===== config.mk =====
export PLATFORM = sky130hd
export DESIGN_NAME = ntfs_run_list_vcn_to_lcn_top_flat
export DESIGN_NICKNAME = d
export VERILOG_FILES = /design/src/rtl/nrl_pkg.sv /design/src/rtl/nrl_if.sv /design/src/rtl/nrl_in_stage.sv /design/src/rtl/nrl_core.sv /design/src/rtl/nrl_out_stage.sv /design/src/rtl/ntfs_run_list_vcn_to_lcn_top.sv /design/src/flat_wrapper.sv
export SDC_FILE = /design/constraint.sdc
export NUM_CORES = 2
export LEC_CHECK = 0
export BUFFER_PORTS_ARGS = -buffer_cell sky130_fd_sc_hd__buf_2
export CORE_MARGIN = 2
export CORE_UTILIZATION = 55
export DETAILED_ROUTE_END_ITERATION = 10
export PLACE_DENSITY_LB_ADDON = 0.25
export SYNTH_ARGS = -nofsm -noshare
export SYNTH_HDL_FRONTEND = slang
export SYNTH_SLANG_ARGS = --single-unit

===== constraint.sdc =====
create_clock -name clk -period 13.38 [get_ports clk]
set_clock_uncertainty 0.1 [all_clocks]
set_input_delay 3.345 -clock clk [delete_from_list [all_inputs] [get_ports clk]]
set_output_delay 3.345 -clock clk [all_outputs]
set_load 0.02 [all_outputs]

===== src/rtl/nrl_pkg.sv =====
// ============================================================================
// nrl_pkg
// Shared types and codes for the data-run list VCN to LCN decoder.
// ============================================================================
package nrl_pkg;

	typedef enum logic [1:0] {
		PH_IDLE   = 2'd0,
		PH_HEADER = 2'd1,
		PH_COUNT  = 2'd2,
		PH_OFFSET = 2'd3
	} phase_t;

	localparam logic [1:0] ST_FOUND    = 2'd0;
	localparam logic [1:0] ST_NOTFOUND = 2'd1;
	localparam logic [1:0] ST_BADSIZE  = 2'd2;

	localparam logic [3:0] MAX_SIZE = 4'd8;

endpackage


===== src/rtl/nrl_if.sv =====
// ============================================================================
// nrl_in_if / nrl_out_if
// Valid/ready channels for run-list bytes and lookup results.
// ============================================================================
interface nrl_in_if;
	logic        valid;
	logic        ready;
	logic [7:0]  run_byte;
	logic        first_byte;
	logic        last_byte;
	logic [63:0] target_vcn;

	modport source (output valid, run_byte, first_byte, last_byte, target_vcn, input ready);
	modport sink   (input valid, run_byte, first_byte, last_byte, target_vcn, output ready);
endinterface

interface nrl_out_if;
	logic        valid;
	logic        ready;
	logic [63:0] lcn;
	logic [1:0]  status;

	modport source (output valid, lcn, status, input ready);
	modport sink   (input valid, lcn, status, output ready);
endinterface


===== src/rtl/nrl_in_stage.sv =====
// ============================================================================
// nrl_in_stage
// Input register: holds one request for the decode stage.
// ============================================================================
module nrl_in_stage (
	input  logic         clk,
	input  logic         arst_n,
	nrl_in_if.sink       up,
	nrl_in_if.source     dn
);

	logic        valid_s1;
	logic [7:0]  run_byte_s1;
	logic        first_byte_s1;
	logic        last_byte_s1;
	logic [63:0] target_vcn_s1;

	// advance whenever the stage is empty or its request moves on
	assign up.ready = !valid_s1 || dn.ready;

	always_ff @(posedge clk or negedge arst_n) begin
		if (!arst_n) begin
			valid_s1 <= 1'b0;
		end else if (up.ready) begin
			valid_s1 <= up.valid;
		end
	end

	always_ff @(posedge clk) begin
		if (up.ready && up.valid) begin
			run_byte_s1   <= up.run_byte;
			first_byte_s1 <= up.first_byte;
			last_byte_s1  <= up.last_byte;
			target_vcn_s1 <= up.target_vcn;
		end
	end

	assign dn.valid      = valid_s1;
	assign dn.run_byte   = run_byte_s1;
	assign dn.first_byte = first_byte_s1;
	assign dn.last_byte  = last_byte_s1;
	assign dn.target_vcn = target_vcn_s1;

endmodule


===== src/rtl/nrl_core.sv =====
// ============================================================================
// nrl_core
// Run-list parser state and per-byte decode; emits on hit, end or bad size.
// ============================================================================
module nrl_core
	import nrl_pkg::*;
(
	input  logic         clk,
	input  logic         arst_n,
	nrl_in_if.sink       req,
	nrl_out_if.source    res
);

	phase_t      phase_q, phase_d;
	logic [3:0]  bytes_left_q, bytes_left_d;
	logic [2:0]  byte_pos_q, byte_pos_d;
	logic [3:0]  offset_size_q, offset_size_d;
	logic [63:0] count_q, count_d;
	logic [63:0] offset_q, offset_d;
	logic [63:0] running_q, running_d;
	logic [63:0] remaining_q, remaining_d;
	logic [63:0] base_q, base_d;

	phase_t      cur_phase;
	logic [7:0]  b;
	logic [3:0]  cnt_size;
	logic [3:0]  off_size;
	logic [63:0] ins;
	logic [6:0]  fill_sh;
	logic [63:0] fill_mask;
	logic [63:0] sext_off;
	logic [63:0] fin_off;
	logic [63:0] fin_count;
	logic [63:0] fin_running;
	logic [63:0] hit_lcn;
	logic        hit;
	logic [3:0]  left_dec;
	logic        emit;
	logic [63:0] res_lcn;
	logic [1:0]  res_status;
	logic        fire;

	assign b         = req.run_byte;
	assign cnt_size  = b[3:0];
	assign off_size  = b[7:4];
	assign cur_phase = req.first_byte ? PH_HEADER : phase_q;
	assign left_dec  = bytes_left_q - 4'd1;

	// place the byte at its little-endian position
	assign ins       = 64'(b) << {byte_pos_q, 3'b000};
	// sign fill for every byte above the top offset byte
	assign fill_sh   = {1'b0, byte_pos_q, 3'b000} + 7'd8;
	assign fill_mask = {64{1'b1}} << fill_sh;
	assign sext_off  = offset_q | ins | (b[7] ? fill_mask : 64'd0);

	assign fin_off     = (cur_phase == PH_OFFSET) ? sext_off : 64'd0;
	assign fin_count   = (cur_phase == PH_COUNT) ? (count_q | ins) : count_q;
	assign hit         = remaining_q < fin_count;
	assign fin_running = running_q + fin_off;
	// base_q already holds running + remaining for this run
	assign hit_lcn     = base_q + fin_off;

	always_comb begin
		phase_d       = phase_q;
		bytes_left_d  = bytes_left_q;
		byte_pos_d    = byte_pos_q;
		offset_size_d = offset_size_q;
		count_d       = count_q;
		offset_d      = offset_q;
		running_d     = running_q;
		remaining_d   = remaining_q;
		base_d        = base_q;
		emit          = 1'b0;
		res_lcn       = 64'd0;
		res_status    = ST_NOTFOUND;

		if (req.first_byte) begin
			remaining_d = req.target_vcn;
			running_d   = 64'd0;
		end

		unique case (cur_phase)
			PH_IDLE: begin
			end
			PH_HEADER: begin
				if (b == 8'd0) begin
					emit       = 1'b1;
					res_status = ST_NOTFOUND;
				end else if (cnt_size > MAX_SIZE || off_size > MAX_SIZE) begin
					emit       = 1'b1;
					res_status = ST_BADSIZE;
				end else begin
					count_d       = 64'd0;
					offset_d      = 64'd0;
					byte_pos_d    = 3'd0;
					offset_size_d = off_size;
					base_d        = req.first_byte ? req.target_vcn
						: (running_q + remaining_q);
					if (cnt_size != 4'd0) begin
						bytes_left_d = cnt_size;
						phase_d      = PH_COUNT;
					end else begin
						bytes_left_d = off_size;
						phase_d      = PH_OFFSET;
					end
				end
			end
			PH_COUNT: begin
				count_d      = count_q | ins;
				byte_pos_d   = byte_pos_q + 3'd1;
				bytes_left_d = left_dec;
				if (left_dec == 4'd0) begin
					if (offset_size_q != 4'd0) begin
						bytes_left_d = offset_size_q;
						byte_pos_d   = 3'd0;
						phase_d      = PH_OFFSET;
					end else begin
						running_d = fin_running;
						if (hit) begin
							emit       = 1'b1;
							res_lcn    = hit_lcn;
							res_status = ST_FOUND;
						end else begin
							remaining_d = remaining_q - fin_count;
							phase_d     = PH_HEADER;
						end
					end
				end
			end
			PH_OFFSET: begin
				offset_d     = offset_q | ins;
				byte_pos_d   = byte_pos_q + 3'd1;
				bytes_left_d = left_dec;
				if (left_dec == 4'd0) begin
					running_d = fin_running;
					if (hit) begin
						emit       = 1'b1;
						res_lcn    = hit_lcn;
						res_status = ST_FOUND;
					end else begin
						remaining_d = remaining_q - fin_count;
						phase_d     = PH_HEADER;
					end
				end
			end
			default: begin
			end
		endcase

		// list ends without a hit
		if (cur_phase != PH_IDLE && !emit && req.last_byte) begin
			emit       = 1'b1;
			res_lcn    = 64'd0;
			res_status = ST_NOTFOUND;
		end

		if (emit) begin
			phase_d = PH_IDLE;
		end
	end

	assign fire       = req.valid && res.ready;
	assign req.ready  = res.ready;
	assign res.valid  = req.valid && emit;
	assign res.lcn    = res_lcn;
	assign res.status = res_status;

	always_ff @(posedge clk or negedge arst_n) begin
		if (!arst_n) begin
			phase_q       <= PH_IDLE;
			bytes_left_q  <= 4'd0;
			byte_pos_q    <= 3'd0;
			offset_size_q <= 4'd0;
			count_q       <= 64'd0;
			offset_q      <= 64'd0;
			running_q     <= 64'd0;
			remaining_q   <= 64'd0;
			base_q        <= 64'd0;
		end else if (fire) begin
			phase_q       <= phase_d;
			bytes_left_q  <= bytes_left_d;
			byte_pos_q    <= byte_pos_d;
			offset_size_q <= offset_size_d;
			count_q       <= count_d;
			offset_q      <= offset_d;
			running_q     <= running_d;
			remaining_q   <= remaining_d;
			base_q        <= base_d;
		end
	end

endmodule


===== src/rtl/nrl_out_stage.sv =====
// ============================================================================
// nrl_out_stage
// Result register: holds one result until the consumer takes it.
// ============================================================================
module nrl_out_stage (
	input  logic         clk,
	input  logic         arst_n,
	nrl_out_if.sink      up,
	nrl_out_if.source    dn
);

	logic        valid_q;
	logic [63:0] lcn_q;
	logic [1:0]  status_q;

	assign up.ready = !valid_q || dn.ready;

	always_ff @(posedge clk or negedge arst_n) begin
		if (!arst_n) begin
			valid_q <= 1'b0;
		end else if (up.ready) begin
			valid_q <= up.valid;
		end
	end

	always_ff @(posedge clk) begin
		if (up.ready && up.valid) begin
			lcn_q    <= up.lcn;
			status_q <= up.status;
		end
	end

	assign dn.valid  = valid_q;
	assign dn.lcn    = lcn_q;
	assign dn.status = status_q;

endmodule


===== src/rtl/ntfs_run_list_vcn_to_lcn_top.sv =====
// ============================================================================
// ntfs_run_list_vcn_to_lcn_top: data-run list VCN to LCN lookup, one byte a cycle
// Path: the input register takes each byte, the core decodes it, and the result register
// loads the result of the byte that ends the lookup.
// Throughput: 1 byte per cycle; the input stalls only while a result waits unaccepted.
// Reset: arst_n clears both stage valids and returns the parser to idle.
// ============================================================================
module ntfs_run_list_vcn_to_lcn_top (
	input  logic         clk,
	input  logic         arst_n,
	nrl_in_if.sink       bytes,
	nrl_out_if.source    result
);

	// Internal channels:
	//   bytes  -> input register -> s1 channel -> decode core
	//   decode core -> res channel -> result register -> result
	nrl_in_if  s1_ch ();
	nrl_out_if res_ch ();

	// Register each accepted request before decode.
	nrl_in_stage u_in (
		.clk    (clk),
		.arst_n (arst_n),
		.up     (bytes),
		.dn     (s1_ch)
	);

	// Decode one byte per cycle unless stalled: header, count bytes, offset bytes.
	// A run ends with one 64-bit add and one 64-bit compare; the running
	// base (LCN plus remaining VCN) is precomputed on the header byte so
	// the hit LCN needs only one more add.
	nrl_core u_core (
		.clk    (clk),
		.arst_n (arst_n),
		.req    (s1_ch),
		.res    (res_ch)
	);

	// Register results; hold the decoder and the input while a result waits.
	nrl_out_stage u_out (
		.clk    (clk),
		.arst_n (arst_n),
		.up     (res_ch),
		.dn     (result)
	);

endmodule


===== src/flat_wrapper.sv =====
// flat-port wrapper written by rule: the top's interface ports become plain ports
module ntfs_run_list_vcn_to_lcn_top_flat 
  (clk, arst_n, bytes_valid, bytes_run_byte, bytes_first_byte, bytes_last_byte, bytes_target_vcn, bytes_ready, result_valid, result_lcn, result_status, result_ready);
  nrl_in_if bytes_i ();
  nrl_out_if result_i ();
  input  logic clk;
  input  logic arst_n;
  input wire logic [$bits(bytes_i.valid)-1:0] bytes_valid;
  input wire logic [$bits(bytes_i.run_byte)-1:0] bytes_run_byte;
  input wire logic [$bits(bytes_i.first_byte)-1:0] bytes_first_byte;
  input wire logic [$bits(bytes_i.last_byte)-1:0] bytes_last_byte;
  input wire logic [$bits(bytes_i.target_vcn)-1:0] bytes_target_vcn;
  output wire logic [$bits(bytes_i.ready)-1:0] bytes_ready;
  output wire logic [$bits(result_i.valid)-1:0] result_valid;
  output wire logic [$bits(result_i.lcn)-1:0] result_lcn;
  output wire logic [$bits(result_i.status)-1:0] result_status;
  input wire logic [$bits(result_i.ready)-1:0] result_ready;
  assign bytes_i.valid = bytes_valid;
  assign bytes_i.run_byte = bytes_run_byte;
  assign bytes_i.first_byte = bytes_first_byte;
  assign bytes_i.last_byte = bytes_last_byte;
  assign bytes_i.target_vcn = bytes_target_vcn;
  assign bytes_ready = bytes_i.ready;
  assign result_valid = result_i.valid;
  assign result_lcn = result_i.lcn;
  assign result_status = result_i.status;
  assign result_i.ready = result_ready;
  ntfs_run_list_vcn_to_lcn_top u_core (.clk(clk), .arst_n(arst_n), .bytes(bytes_i), .result(result_i));
endmodule

======== Yosys cells after proc, flatten, opt, wreduce, memory -nomap -nowiden ========
Cells that the tools add are included.
operators by class
  add/sub/neg operators ................... 7
  $lt $le $gt $ge ......................... 3
  equal/unequal tests ..................... 9
  shift-type cells ........................ 2
  multiplexer cells ....................... 60
  bitwise operators ....................... 5
  reductions and logical operators ........ 26
operator list
  cell                                                    number
  two-way mux 64 bit                                      19
  one-hot mux 64 bit (2 select lines)                     5
  adder 64 bit                                            3
  bitwise OR 64 bit                                       3
  < comparator 64 bit                                     1
  << shifter 64 x 7 -> 64 bit (first input constant)      1
  << shifter 8 x 6 -> 64 bit                              1
  subtractor 64 bit                                       1
  two-way mux 2 bit                                       11
  two-way mux 4 bit                                       5
  AND reduction 4 bit                                     4
  two-way mux 3 bit                                       4
  one-hot mux 2 bit (3 select lines)                      2
  one-hot mux 4 bit (3 select lines)                      1
  nonzero test 4 bit                                      3
  two-way mux 1 bit                                       11
  one-hot mux 3 bit (3 select lines)                      1
  > comparator 4 bit (second input constant)              2
  zero test 8 bit                                         1
  adder 6 x 4 -> 7 bit (second input constant)            1
  logical AND 1 bit                                       6
  inequality test 3 x 2 -> 1 bit (second input constant)  2
  inequality test 3 bit (second input constant)           2
  AND reduction 6 bit                                     1
  other kinds (12)                                        21
storage, ports and cells
  register bits after elaboration ......... 475
  input bits .............................. 78
  logic and storage cells ................. 129

======== Depth between registers and ports, before layout ========
  depth in word-level cells ............... 14
  depth in mapped cells ................... 27
  mapped depth without buffers ............ 23

======== Cells and area by module ========
From an unflattened synthesis, not the netlist that was laid out.
unflattened totals
  cells, all modules ...................... 4298
  area, all modules ....................... 35257.6 um^2
by module, submodules not included
  module         instances  cells each  area each (um^2)
  nrl_core       1          4150        30945.9
  nrl_in_stage   1          78          2275.9
  nrl_out_stage  1          70          2035.7

======== Least setup slack after synthesis ========
OpenSTA, ideal clock, no wires.
  kind .................................... input -> output
  from .................................... input result_ready
  to ...................................... output bytes_ready
  arrival time ............................ 3623 ps
  slack ................................... 6312 ps
  cell stages on the path ................. 1
  buffers on the path ..................... 0
  cells stage by stage .................... nand3b_1
between the ends
  cells in the longest elaborated chain, start to end .. 2
RTL lines
  what                RTL line             RTL
  start: declaration  flat_wrapper.sv:17   input wire logic [$bits(result_i.ready)-1:0] result_ready;
  logical OR 1 bit    nrl_out_stage.sv:16  assign up.ready = !valid_q || dn.ready;
  logical OR 1 bit    nrl_in_stage.sv:19   assign up.ready = !valid_s1 || dn.ready;
  end: declaration    flat_wrapper.sv:13   output wire logic [$bits(bytes_i.ready)-1:0] bytes_ready;
Every way passes these cells.

======== Worst setup path in the final report ========
  from .................................... register u_core.u_core.phase_q[1]
  to ...................................... register u_core.u_out.lcn_q[57], in the netlist u_core.u_out.dn.lcn[57] (enable)
between the ends
  cells in the longest elaborated chain, start to end .. 14
  elaborated cells between the ends (all ways) .. 18
  those cells by class .................... order compare: 1; eq/ne: 3; mux: 8; reduce/logical: 6
RTL lines
  what                                RTL line                          RTL
  start: declaration                  nrl_core.sv:14                    phase_t phase_q, phase_d;
  start signal: assignment            nrl_core.sv:180                   phase_q <= phase_d;
  two-way mux 2 bit (*)               nrl_core.sv:46                    assign cur_phase = req.first_byte ? PH_HEADER : phase_q;
  == test 2 bit                       nrl_core.sv:57, nrl_core.sv:82
  two-way mux 64 bit                  nrl_core.sv:57                    assign fin_count = (cur_phase == PH_COUNT) ? (count_q | ins) : count_q;
  < comparator 64 bit                 nrl_core.sv:58                    assign hit = remaining_q < fin_count;
  two-way mux 1 bit                   nrl_core.sv:119, nrl_core.sv:136
  two-way mux 1 bit                   nrl_core.sv:113                   if (offset_size_q != 4'd0) begin
  two-way mux 1 bit                   nrl_core.sv:112                   if (left_dec == 4'd0) begin
  one-hot mux 1 bit (3 select lines)  nrl_core.sv:82                    unique case (cur_phase)
  zero test 1 bit                     nrl_core.sv:151                   if (cur_phase != PH_IDLE && !emit && req.last_byte) begin
  logical AND 1 bit (2 in a row)      nrl_core.sv:151
  two-way mux 1 bit (*)               nrl_core.sv:151
  logical AND 1 bit (*)               nrl_core.sv:164                   assign res.valid = req.valid && emit;
  logical AND 1 bit (*)               nrl_out_stage.sv:27               if (up.ready && up.valid) begin
  end signal: assignment              nrl_out_stage.sv:28               lcn_q <= up.lcn;
  end: declaration                    nrl_out_stage.sv:13               logic [63:0] lcn_q;
Every way passes the cells marked *; elsewhere a longest branch is shown, timed or not.
A chain may end at the register's enable or synchronous reset.

==> results.toml <==
[pwr]
powerDensity_nw_per_um2 = 173
ir_drop_mv = 0.123
p_leak_nw = 17.0

[cells_and_area]
final_common_cell = "a21oi_1"
diodes = 0
drive_above_1_share_pct = 8.06
final_area_sq_um = 37600
area_delta_synth_final_pct = 9.52
final_cell_mix = "549 x a21oi_1, 384 x nor2_1, 375 x o21ai_0"
nets = 4405

[timing]
drv_slew = 0
tns_ns = 0
final.min_clock_period_ns = 7.56
worst_slew_pin_slew_ns = 1.26
fin_hold_ws_ns = 0.400
rsz0062_at_grt = "false"
setup_viol = 0
fmax_mhz = 132
hold_viol_final = 0
slew_headroom_pct = 15.3
finalCritPeriodShare_pct = 56.5

[critical_path]
arrival_ns = 7.70
cp.required_ns = 13.52
crit_path_max_incr_delay_ns = 0.84
crit_fanout = 66
critPathKind = "reg2reg"
crit_chain = "nand2_1 -> clkinv_1 -> ha_1 -> buf_4 -> clkinv_1 -> nor4_1 -> buf_4 -> a21oi_1 -> ha_1 -> a21oi_1 -> o21ai_0 -> a21oi_1 -> o21bai_1 -> a311oi_1 -> o21ai_1 -> a21oi_1 -> o31ai_2 -> buf_4 -> o21bai_1 -> nor2_1 -> nor2_1 -> nand2_1 -> inv_2 -> buf_4"
cpMaxStageDelayCell = "dfrtp_1"
critPathBufInv = 7
startpoint_type = "flop"
cp-end-kind = "flop"
critPathTopFamily = "buffers and inverters"

[clocking]
clock_latency_ns = 0.64
postCtsSetupRepairBufs = 0
clk_path_buf_depth = 3
root_buffer = "clkbuf_16"
clk_pin_slew_worst_paths_ns = 0.06
cts.sinks = 475
post_cts_resized = 0
cts_buffers = 55
cts_tree = "done"
hold_buffers = 0
htree_levels = 2

[grt]
grt_overflow = 0
grt_max_degree = 176
grt_first_pass_wirelength_mm = 173
grt_pass1_vias = 28900
antenna_found_initial = 1
grt_usage_pct = 34.9

[synth]
yosys.area.top_type = "dfrtp_1"
syn-cell-area_sq_um = 34300
synthArstFlopShare_pct = 70.5
ys_seq_elements = 475
synth_nets = 4403
synth_cell_types = 80
yosys.area.top_type_share_pct = 24.4
yosysSeqAreaShare_pct = 36.7
ys.flop_type = "dfrtp_1"
synth.avg_cell_area_sq_um = 8.46
yosys-top-cells-area = "dfrtp_1 24%, edfxtp_1 12%, ha_1 9.6%"
synthCells = 4058
ys_warn_count = 0
synth_edf_count = 140

[routing]
drt_wl_total_mm = 114
avgViaCountPerCell = 6.49
remaining_drc_errors = 0
ant_nets = 0
drt-pass1-iter-count = 6
vias = 32100
drtIter0Drc = 4187
routed_wire_length_per_instance_um = 23.1

[run]
max_cap_viol_count = 0

[place]
gp_congestion = 1.04
place_area_sq_um = 35600
dp_hpwl_mm = 84.7
portBuffers = 145

[hold_path]
hold_path.class = "reg2reg"

[outcome]
status = "complete, no violations"

[die]
dieArea_sq_um = 64500
core_sq_um = 61700
start_util_pct = 55.6
num_rows = 91
die_x_um = 254
fp.dieH_um = 254
num_io_pins = 146
==> cells by family (layout without fill, tap and decap cells) <==
logic type	after synthesis	count (layout)	synth area share, %
compound gates	1623	1623	29.0
buf+inv	336	385	3.71
fa+ha+maj	267	267	9.82
simple gates	1118	1118	14.6
mux	15	15	0.444
xor+xnor	224	224	5.71
flops	475	475	36.7
==> per-stage QoR <==
| step | worst slack [ns] | std cells | power [mW] | util, % |
|---|---|---|---|---|
| floorplan | 6.31 | 4058 | 3.93 | - |
| global placement | 6.08 | 4840 | 4.72 | 57.8 |
| detailed placement | 5.84 | 4840 | 4.74 | 57.8 |
| CTS | 5.81 | 4944 | 6.41 | 60.9 |
| global route | 5.42 | 4944 | 6.83 | 60.9 |
| finish | 5.82 | 4944 | 6.49 | 60.9 |
==> cell type report <==
| type | count | area [sq um] |
|---|---|---|
| sequential | 475 | 12600 |
| tap | 837 | 1050 |
| multi-input combinational | 3247 | 20500 |
| timing repair buffer | 200 | 1170 |
| clock buffer | 69 | 1510 |
| clock inverter | 35 | 452 |
| inverter | 81 | 304 |
| fill | 5569 | 24100 |
==> sequential cells by signal, summed over array words and instances (netlist names), 3 cells and up <==
| register | cells |
|---|---|
| u_core.u_core.byte_pos_q | 3 |
| u_core.u_core.count_q | 64 |
| u_core.u_core.remaining_q | 64 |
| u_core.u_core.bytes_left_q | 4 |
| u_core.u_out.dn.lcn | 64 |
| u_core.u_in.dn.target_vcn | 64 |
| u_core.u_core.base_q | 64 |
| u_core.u_core.running_q | 64 |
| u_core.u_core.offset_size_q | 4 |
| u_core.u_in.dn.run_byte | 8 |
| u_core.u_core.offset_q | 64 |
==> power by group <==
group          switching [mW]  internal [mW]
clock network           0.654          0.994
logic                    1.73           1.02
registers               0.345           1.75
total                    2.73           3.76
==> worst paths after layout <==
path                       cells past startpoint  slack [ns]                     start                         end
hold / removal                                 2        0.40  u_core.u_core.count_q[9]    u_core.u_core.count_q[9]
min in group asynchronous                      1        2.52                    arst_n    u_core.u_core.count_q[3]
setup / recovery                              24        5.82  u_core.u_core.phase_q[1]     u_core.u_out.dn.lcn[57]
setup reg to reg                              24        5.82  u_core.u_core.phase_q[1]     u_core.u_out.dn.lcn[57]
hold reg to reg                                2        0.40  u_core.u_core.count_q[9]    u_core.u_core.count_q[9]
max in group asynchronous                      3        8.59                    arst_n  u_core.u_core.offset_q[52]
==> worst reg2reg max path, cell delays in order (launching register included) <==
cell and delay (ns):
dfrtp_1 0.84, nand2_1 0.40, clkinv_1 0.27, ha_1 0.18
buf_4 0.20, clkinv_1 0.43, nor4_1 0.83, buf_4 0.29
a21oi_1 0.09, ha_1 0.39, a21oi_1 0.17, o21ai_0 0.11
a21oi_1 0.18, o21bai_1 0.10, a311oi_1 0.32, o21ai_1 0.26
a21oi_1 0.37, o31ai_2 0.13, buf_4 0.20, o21bai_1 0.22
nor2_1 0.06, nor2_1 0.13, nand2_1 0.13, inv_2 0.10
buf_4 0.63
==> cells in the mapped netlist, types with 26 or more instances <==
library cell,instances
and2_1,27
xnor2_1,143
xor2_1,81
a31oi_1,106
o21a_1,32
a22o_1,44
a22oi_1,43
o21ai_0,376
clkbuf_1,230
and3_1,35
a211oi_1,37
nand4_1,54
inv_1,78
nor3_1,47
edfxtp_1,140
nand2_1,365
nor2_1,386
nand2b_1,33
ha_1,263
o211ai_1,26
dfrtp_1,335
o21bai_1,52
a21o_1,185
nor2b_1,31
a21oi_1,551
nand3_1,78
==> metal layers <==
metal | track usage [%] | vias to the layer above | wire length, um
met5 | 0 | - | 8
met4 | 10.6 | 2 | 3870
met3 | 9.56 | 237 | 15200
met2 | 49.0 | 1759 | 46200
met1 | 52.0 | 15100 | 49000
li1 | - | 15000 | -
No activity file was read; power rests on OpenSTA's default activity.
